===== config.mk =====
export PLATFORM = sky130hd
export DESIGN_NAME = shortest_queue_dispatcher_core
export DESIGN_NICKNAME = d
export VERILOG_FILES = /design/src/rtl/sqd_pkg.sv /design/src/rtl/sqd_queue.sv /design/src/rtl/sqd_result_reg.sv /design/src/rtl/shortest_queue_dispatcher_core.sv
export SDC_FILE = /design/constraint.sdc
export NUM_CORES = 1
export LEC_CHECK = 0
export BUFFER_PORTS_ARGS = -buffer_cell sky130_fd_sc_hd__buf_2
export CAP_MARGIN = 20
export CELL_PAD_IN_SITES_DETAIL_PLACEMENT = 1
export CELL_PAD_IN_SITES_GLOBAL_PLACEMENT = 1
export CORE_AREA = 2 2 334 336
export CTS_CLUSTER_DIAMETER = 120
export DETAILED_ROUTE_END_ITERATION = 7
export DIE_AREA = 0 0 336 338
export PLACE_DENSITY_LB_ADDON = 0.1
export SKIP_LAST_GASP = 1
export SLEW_MARGIN = 20
export SYNTH_ARGS = -nofsm -noshare
export SYNTH_HDL_FRONTEND = slang
export SYNTH_SLANG_ARGS = --single-unit

===== constraint.sdc =====
create_clock -name clk -period 7.5 [get_ports clk]
set_input_delay 0.375 -clock clk [delete_from_list [all_inputs] [get_ports clk]]
set_output_delay 0.375 -clock clk [all_outputs]
set_load 0.02 [all_outputs]

===== src/rtl/sqd_pkg.sv =====
// ----------------------------------------------------------------------------
// sqd_pkg
// Types and constants shared by the shortest queue dispatcher modules.
// ----------------------------------------------------------------------------
package sqd_pkg;

	localparam int QUEUE_DEPTH_DEF = 16;
	localparam int NUM_SERVERS_DEF = 3;

	localparam logic CMD_ARRIVAL = 1'b0;
	localparam logic CMD_TICK    = 1'b1;

	typedef enum logic [1:0] {
		KIND_PLACED   = 2'd0,
		KIND_REJECTED = 2'd1,
		KIND_REPORT   = 2'd2
	} kind_t;

	typedef enum logic [1:0] {
		SRV_STARTED    = 2'd0,
		SRV_CONTINUING = 2'd1,
		SRV_IDLE       = 2'd2
	} srv_state_t;

	typedef struct packed {
		logic [7:0]  len;
		logic [15:0] id;
	} entry_t;

	typedef struct packed {
		logic push;
		logic pop;
	} queue_ctl_t;

	typedef struct packed {
		kind_t       kind;
		logic [1:0]  unit_index;
		srv_state_t  server_state;
		logic [15:0] served_id;
		logic [31:0] finish_time;
		logic        all_idle;
		logic        last;
	} result_t;

endpackage


===== src/rtl/sqd_queue.sv =====
// ----------------------------------------------------------------------------
// sqd_queue
// Per-server job FIFO: circular buffer memory with a registered head read.
// ----------------------------------------------------------------------------
module sqd_queue #(
	parameter int DEPTH = sqd_pkg::QUEUE_DEPTH_DEF
) (
	input  logic                       clk,
	input  logic                       arst_n,
	input  sqd_pkg::queue_ctl_t        ctl,
	input  sqd_pkg::entry_t            wr_data,
	output logic [$clog2(DEPTH+1)-1:0] count,
	output sqd_pkg::entry_t            head_data
);
	import sqd_pkg::*;

	localparam int PTR_W = $clog2(DEPTH);
	localparam int CNT_W = $clog2(DEPTH + 1);

	entry_t             mem [DEPTH];
	entry_t             rd_q;
	logic [PTR_W-1:0]   head_q;
	logic [CNT_W-1:0]   count_q;
	logic [PTR_W:0]     wr_sum;
	logic [PTR_W-1:0]   wr_ptr;
	logic [PTR_W-1:0]   head_next;

	always_comb begin
		wr_sum = (PTR_W+1)'(head_q) + (PTR_W+1)'(count_q);
		if (wr_sum >= (PTR_W+1)'(DEPTH)) begin
			wr_ptr = PTR_W'(wr_sum - (PTR_W+1)'(DEPTH));
		end else begin
			wr_ptr = PTR_W'(wr_sum);
		end
		if (head_q == PTR_W'(DEPTH - 1)) begin
			head_next = '0;
		end else begin
			head_next = head_q + 1'b1;
		end
	end

	always_ff @(posedge clk or negedge arst_n) begin
		if (!arst_n) begin
			head_q  <= '0;
			count_q <= '0;
		end else begin
			if (ctl.push) begin
				count_q <= count_q + 1'b1;
			end else if (ctl.pop) begin
				count_q <= count_q - 1'b1;
				head_q  <= head_next;
			end
		end
	end

	// A write into the head slot (empty queue) is forwarded to the read register.
	always_ff @(posedge clk) begin
		if (ctl.push) begin
			mem[wr_ptr] <= wr_data;
		end
		if (ctl.push && (wr_ptr == head_q)) begin
			rd_q <= wr_data;
		end else begin
			rd_q <= mem[head_q];
		end
	end

	assign count     = count_q;
	assign head_data = rd_q;

endmodule


===== src/rtl/sqd_result_reg.sv =====
// ----------------------------------------------------------------------------
// sqd_result_reg
// Output register of the result channel with valid and ready.
// ----------------------------------------------------------------------------
module sqd_result_reg (
	input  logic              clk,
	input  logic              arst_n,
	input  logic              load,
	input  sqd_pkg::result_t  d,
	input  logic              ready,
	output logic              valid,
	output sqd_pkg::result_t  q,
	output logic              free
);
	import sqd_pkg::*;

	logic    valid_q;
	result_t data_q;

	assign free  = !valid_q || ready;
	assign valid = valid_q;
	assign q     = data_q;

	always_ff @(posedge clk or negedge arst_n) begin
		if (!arst_n) begin
			valid_q <= 1'b0;
		end else if (load) begin
			valid_q <= 1'b1;
		end else if (ready) begin
			valid_q <= 1'b0;
		end
	end

	always_ff @(posedge clk) begin
		if (load) begin
			data_q <= d;
		end
	end

endmodule


===== src/rtl/shortest_queue_dispatcher_core.sv =====
// ----------------------------------------------------------------------------
// shortest_queue_dispatcher_core
// Join-shortest-queue dispatcher feeding NUM_SERVERS servers.
// ----------------------------------------------------------------------------
// Usage:
// The item channel (item_valid/item_ready) takes commands: an arrival places
// job_id and service_len in the least loaded queue, or is rejected if that
// queue is full; a tick serves every server once and then advances time by one.
// The result channel (result_valid/result_ready) gives one result for an
// arrival and NUM_SERVERS reports for a tick, in server order; last marks
// the final result of each item.
// An accepted item is held in an input register; one result is formed per
// cycle from it while the output register is free, and loaded into that
// register, which drives result_valid. Arrivals sustain one per cycle while
// the output register is free; a tick forms its reports in turn through the
// single output register; no new item is taken until its last report is loaded.
// When the receiver stalls, the output register holds its result and the
// input register holds the item, and item_ready drops.
// Reset empties all queues, marks all servers idle and sets time to zero.
// ----------------------------------------------------------------------------
module shortest_queue_dispatcher_core #(
	parameter int QUEUE_DEPTH = sqd_pkg::QUEUE_DEPTH_DEF,
	parameter int NUM_SERVERS = sqd_pkg::NUM_SERVERS_DEF
) (
	input  logic        clk,
	input  logic        arst_n,
	input  logic        item_valid,
	output logic        item_ready,
	input  logic        cmd,
	input  logic [15:0] job_id,
	input  logic [7:0]  service_len,
	output logic        result_valid,
	input  logic        result_ready,
	output logic [1:0]  kind,
	output logic [1:0]  unit_index,
	output logic [1:0]  server_state,
	output logic [15:0] served_id,
	output logic [31:0] finish_time,
	output logic        all_idle,
	output logic        last
);
	import sqd_pkg::*;

	localparam int IDX_W  = $clog2(NUM_SERVERS);
	localparam int CNT_W  = $clog2(QUEUE_DEPTH + 1);
	localparam int LOAD_W = $clog2(QUEUE_DEPTH + 2);

	logic                   valid_s1;
	logic                   cmd_s1;
	logic [15:0]            job_id_s1;
	logic [7:0]             service_len_s1;
	logic [IDX_W-1:0]       idx_q;
	logic                   idle_q;

	logic [NUM_SERVERS-1:0] busy_q;
	logic [15:0]            job_q [NUM_SERVERS];
	logic [31:0]            end_q [NUM_SERVERS];
	logic [31:0]            now_q;

	logic [CNT_W-1:0]       count [NUM_SERVERS];
	entry_t                 head [NUM_SERVERS];
	queue_ctl_t             qctl [NUM_SERVERS];
	entry_t                 wr_entry;

	logic [IDX_W-1:0]       pick;
	logic                   full;
	logic                   serve;
	logic                   has_job;
	logic [31:0]            start_end;
	logic                   idle_now;
	logic                   is_tick;
	logic                   step_fire;
	logic                   step_last;
	logic                   out_free;
	logic                   item_fire;
	result_t                res_d;
	result_t                res_q;

	assign is_tick   = (cmd_s1 == CMD_TICK);
	assign step_fire = valid_s1 && out_free;
	assign step_last = step_fire && (!is_tick || (idx_q == IDX_W'(NUM_SERVERS - 1)));
	assign item_ready = !valid_s1 || step_last;
	assign item_fire  = item_valid && item_ready;
	assign wr_entry   = '{len: service_len_s1, id: job_id_s1};

	always_comb begin
		logic [LOAD_W-1:0] best_load;
		logic [LOAD_W-1:0] cur_load;
		pick      = '0;
		best_load = LOAD_W'(count[0]) + LOAD_W'(busy_q[0]);
		for (int i = 1; i < NUM_SERVERS; i++) begin
			cur_load = LOAD_W'(count[i]) + LOAD_W'(busy_q[i]);
			if (cur_load < best_load) begin
				best_load = cur_load;
				pick      = IDX_W'(i);
			end
		end
		full = (count[pick] == CNT_W'(QUEUE_DEPTH));
	end

	// A server ends the tick idle only if it may serve now and has nothing queued.
	always_comb begin
		idle_now = 1'b1;
		for (int i = 0; i < NUM_SERVERS; i++) begin
			if ((busy_q[i] && (end_q[i] != now_q)) || (count[i] != '0)) begin
				idle_now = 1'b0;
			end
		end
	end

	always_comb begin
		serve     = !busy_q[idx_q] || (end_q[idx_q] == now_q);
		has_job   = (count[idx_q] != '0);
		start_end = now_q + 32'(head[idx_q].len);
	end

	always_comb begin
		for (int i = 0; i < NUM_SERVERS; i++) begin
			qctl[i].push = step_fire && !is_tick && (pick == IDX_W'(i)) && !full;
			qctl[i].pop  = step_fire && is_tick && (idx_q == IDX_W'(i)) && serve && has_job;
		end
	end

	always_comb begin
		res_d = '0;
		if (!is_tick) begin
			res_d.kind         = full ? KIND_REJECTED : KIND_PLACED;
			res_d.unit_index   = 2'(pick);
			res_d.server_state = SRV_STARTED;
			res_d.served_id    = job_id_s1;
			res_d.last         = 1'b1;
		end else begin
			res_d.kind       = KIND_REPORT;
			res_d.unit_index = 2'(idx_q);
			res_d.all_idle   = (idx_q == '0) ? idle_now : idle_q;
			res_d.last       = (idx_q == IDX_W'(NUM_SERVERS - 1));
			if (!serve) begin
				res_d.server_state = SRV_CONTINUING;
				res_d.served_id    = job_q[idx_q];
				res_d.finish_time  = end_q[idx_q];
			end else if (has_job) begin
				res_d.server_state = SRV_STARTED;
				res_d.served_id    = head[idx_q].id;
				res_d.finish_time  = start_end;
			end else begin
				res_d.server_state = SRV_IDLE;
			end
		end
	end

	always_ff @(posedge clk or negedge arst_n) begin
		if (!arst_n) begin
			valid_s1 <= 1'b0;
			idx_q    <= '0;
		end else if (item_fire) begin
			valid_s1 <= 1'b1;
			idx_q    <= '0;
		end else if (step_last) begin
			valid_s1 <= 1'b0;
			idx_q    <= '0;
		end else if (step_fire) begin
			idx_q <= idx_q + 1'b1;
		end
	end

	always_ff @(posedge clk) begin
		if (item_fire) begin
			cmd_s1         <= cmd;
			job_id_s1      <= job_id;
			service_len_s1 <= service_len;
		end
		if (step_fire && is_tick && (idx_q == '0)) begin
			idle_q <= idle_now;
		end
	end

	always_ff @(posedge clk or negedge arst_n) begin
		if (!arst_n) begin
			busy_q <= '0;
			now_q  <= '0;
		end else if (step_fire && is_tick) begin
			if (serve) begin
				busy_q[idx_q] <= has_job;
			end
			if (step_last) begin
				now_q <= now_q + 1'b1;
			end
		end
	end

	always_ff @(posedge clk) begin
		if (step_fire && is_tick && serve && has_job) begin
			job_q[idx_q] <= head[idx_q].id;
			end_q[idx_q] <= start_end;
		end
	end

	for (genvar g = 0; g < NUM_SERVERS; g++) begin : g_queue
		sqd_queue #(
			.DEPTH(QUEUE_DEPTH)
		) u_queue (
			.clk      (clk),
			.arst_n   (arst_n),
			.ctl      (qctl[g]),
			.wr_data  (wr_entry),
			.count    (count[g]),
			.head_data(head[g])
		);
	end

	sqd_result_reg u_result_reg (
		.clk   (clk),
		.arst_n(arst_n),
		.load  (step_fire),
		.d     (res_d),
		.ready (result_ready),
		.valid (result_valid),
		.q     (res_q),
		.free  (out_free)
	);

	assign kind         = res_q.kind;
	assign unit_index   = res_q.unit_index;
	assign server_state = res_q.server_state;
	assign served_id    = res_q.served_id;
	assign finish_time  = res_q.finish_time;
	assign all_idle     = res_q.all_idle;
	assign last         = res_q.last;

endmodule


==> results.py <==
metrics = {
    "run_status": {
        "outcome": "finished, final reports clean",
    },
    "global_routing": {
        "grt_overflow": 0,
        "grt_pass1_vias": 32630,
        "antenna_found_initial": 7,
        "grt_usage": 0.3000,
        "grt_max_degree": 61,
        "grt_pass1_wl_mm": 239.4,
    },
    "critical_path": {
        "reg2reg_from": "g_queue[0].u_queue.count[0]",
        "path_class": "flop to flop",
        "rr_endpoint": "g_queue[2].u_queue.mem[15][18]",
        "reg2reg_depth": 18,
        "rrSetupSlack_ps": 770,
        "cp-end-kind": "flop",
        "arrival_ps": 7180,
        "critPathRequiredTime_ps": 7950,
        "cp_max_fo": 14,
        "start_kind": "flop",
    },
    "yosys": {
        "yosys_warnings": 0,
        "async_reset_ff_frac": 0.04435,
        "synth_area_leaders": "edfxtp_1, mux4_2, dfrtp_1",
        "yosysTopAreaCell": "edfxtp_1",
        "synth_flop_cell": "edfxtp_1",
        "synth_nets": 3095,
        "yosysUniqueCellTypes": 59,
        "synth_cells": 3011,
        "ys_seq_elements": 1488,
        "synth_top_area_frac": 0.7036,
        "synth_area_per_cell_um2": 19.99,
        "netlist_area_um2": 60180,
        "yosysSeqAreaShare": 0.7350,
        "synth_edf_count": 1410,
    },
    "timing": {
        "slew_viol_final": 0,
        "worst_pin_slew_ps": 1211,
        "min_period_ps": 6734,
        "skew_ps": 22.82,
        "hold_violations": 0,
        "finalWorstSetupSlack_ps": 766.1,
        "rsz0062_at_grt": "no",
        "fin_tns_setup_ps": 0,
        "setup_violations": 0,
        "slew_headroom": 0.1908,
        "max_freq_mhz": 148.5,
        "timing.final.crit_share": 0.8979,
    },
    "die": {
        "die-area_um2": 113600,
        "start_util": 0.5468,
        "die_y_um": 338,
        "die_x_um": 336,
        "core_um2": 110100,
        "std_cell_rows": 122,
        "ios": 87,
    },
    "placement": {
        "pre_cts_ws_ps": 913.5,
        "port_buffers": 86,
        "dp_hpwl_mm": 104.9,
        "gp_congestion": 0.8991,
    },
    "pwr": {
        "vdd_drop_max_uv": 251.3,
        "power_density_nw_per_um2": 387.4,
        "p_leak_nw": 22.19,
        "p_int_mw": 17.48,
        "p_clk_frac": 0.284,
        "swShare": 0.3397,
        "pwr-share-seq": 0.410,
        "p_comb_frac": 0.306,
        "p_switching_mw": 8.993,
    },
    "worst_hold_path": {
        "holdCritPathClass": "primary input to asynchronous set/reset pin",
    },
    "layout": {
        "fillers": 9072,
        "syn2layout_area_growth_pct": 13.56,
        "mostFrequentLayoutCell": "edfxtp_1",
        "final_cell_mix": "edfxtp_1, mux4_2, clkbuf_16",
        "nets": 3331,
        "drive_above_1_share": 0.2650,
    },
    "clock_tree": {
        "cts-htree-levels": 4,
        "clock_latency_ps": 770,
        "clkTransAtPathRegs_ps": 60,
        "cts.repair.resized": 0,
        "clock_sinks": 1488,
        "cts_tree": "done",
        "cts-root-buf": "clkbuf_16",
        "numCtsBuffers": 154,
        "clk_path_buf_depth": 3,
    },
    "drt": {
        "ant_nets": 0,
        "wirelength_mm": 165.4,
        "routedWlPerCell_um": 34.01,
        "avgViaCountPerCell": 6.415,
        "drc": 0,
        "drt-initial-drc-count": 3809,
        "num_vias": 31210,
        "first_pass_iters": 5,
    },
    "run": {
        "maxCapViolCount": 0,
    },
}
## through the flow
stage          instance area, um2  power [mW]  instances  hold WS (ps)    util
2_1_floorplan               60180       15.65       3011         79.41       -
3_3_place_gp                63110       18.75       4551         398.0  0.5735
3_5_place_dp                63110       19.08       4551         398.7  0.5735
4_1_cts                     68330       26.60       4862         131.4  0.6208
5_1_grt                     68330       27.39       4862         188.3  0.6208
6_report                    68340       26.47       4865         159.8  0.6209
## power by group through the flow
stage / logic, mW / clock network [mW] / registers (mW)
CTS: 8.11 / 7.61 / 10.9
floorplan: 4.97 / 0 / 10.7
global placement: 7.76 / 0 / 11.0
global route: 8.54 / 7.90 / 11.0
finish: 8.10 / 7.52 / 10.9
detailed placement: 8.04 / 0 / 11.0
## state kept, by name (all words and copies together) (netlist names), named ones only
| name | flops |
|---|---|
| u_result_reg.valid | 1 |
| service_len_s1 | 8 |
| end_q | 128 |
| valid_s1 | 1 |
| idx_q | 2 |
| g_queue.u_queue.count | 15 |
| busy_q | 3 |
| job_id_s1 | 16 |
| idle_q | 1 |
| cmd_s1 | 1 |
| g_queue.u_queue.head_q | 12 |
| g_queue.u_queue.mem | 1152 |
| now_q | 32 |
| job_q | 48 |
| u_result_reg.q | 56 |
## critical path: stages, from the launching register on
cell,delay (ps)
dfrtp_1,500
ha_1,260
ha_1,210
xnor2_1,200
ha_1,300
a21o_1,210
a31oi_1,360
o21ai_0,350
nand2_1,150
o21ai_0,120
ha_1,370
a21oi_1,90
o21ai_0,510
o221ai_1,370
o32a_1,230
o21ai_1,280
o2111ai_2,560
nor3_2,960
buf_4,380
## worst max path at each step
stage | start | end | slack [ps] | depth (start not counted)
after detailed placement | g_queue[1].u_queue.count[0] | g_queue[2].u_queue.mem[15][19] | 910 | 18
final | g_queue[0].u_queue.count[0] | g_queue[2].u_queue.mem[15][18] | 770 | 18
after CTS | g_queue[0].u_queue.count[0] | g_queue[2].u_queue.mem[15][18] | 890 | 18
after global routing | g_queue[0].u_queue.count[0] | g_queue[2].u_queue.mem[15][18] | 430 | 18
after global placement | g_queue[0].u_queue.count[0] | g_queue[2].u_queue.mem[15][18] | 1410 | 18
after floorplan | g_queue[0].u_queue.count[0] | g_queue[0].u_queue.mem[7][0] | 630 | 18
## cell usage after synthesis (all sizes together), types with 16 or more instances
master / instances
edfxtp: 1410
mux4: 359
xnor2: 133
clkbuf: 105
xor2: 93
nor2: 85
nand2: 82
dfrtp: 66
buf: 63
a21oi: 58
nor4: 53
ha: 48
mux2i: 46
a22oi: 34
a211oi: 33
nand3: 33
a22o: 30
nor2b: 29
nand4: 26
inv: 25
a31oi: 20
o21ai: 19
a221o: 16
nor3: 16
## per-layer routing
| layer | up-vias | GRT usage | wire length (um) |
|---|---|---|---|
| met5 | - | 0 | 0 |
| met1 | 16710 | 0.4341 | 67360 |
| met3 | 237 | 0.05097 | 13360 |
| met4 | 0 | 0.1036 | 5582 |
| li1 | 12810 | - | - |
| met2 | 1454 | 0.4693 | 79140 |
## cell families (layout without fill, tap and decap cells)
| logic type | Yosys count | count (layout) | share of synthesized area |
|---|---|---|---|
| other | 0 | 3 | 0 |
| flip-flops | 1488 | 1488 | 0.7350 |
| AO/OA/AOI/OAI | 251 | 251 | 0.02930 |
| XOR/XNOR | 226 | 226 | 0.03289 |
| multiplexers | 419 | 419 | 0.1446 |
| buffers and inverters | 193 | 556 | 0.01362 |
| adder cells (fa/ha/maj) | 55 | 55 | 0.01231 |
| AND/OR/NAND/NOR | 379 | 379 | 0.03221 |
## cell type report
cell class,count,area [um2],area share
multi-input combinational,1330,15420,0.2256
clock inverter,85,755.7,0.01106
tap,1488,1862,0.02724
inverter,25,95.09,0.001392
clock buffer,198,4177,0.06112
antenna,3,7.507,0.0001099
timing repair buffer,248,1757,0.02571
sequential,1488,44260,0.6477
## timing repair
item                                   in CTS  in global routing
hold buffers                               28                  0
endpoints found under the hold margin      50                  0
buffers inserted                            0                  0
No activity file was read; power rests on OpenSTA's default activity.
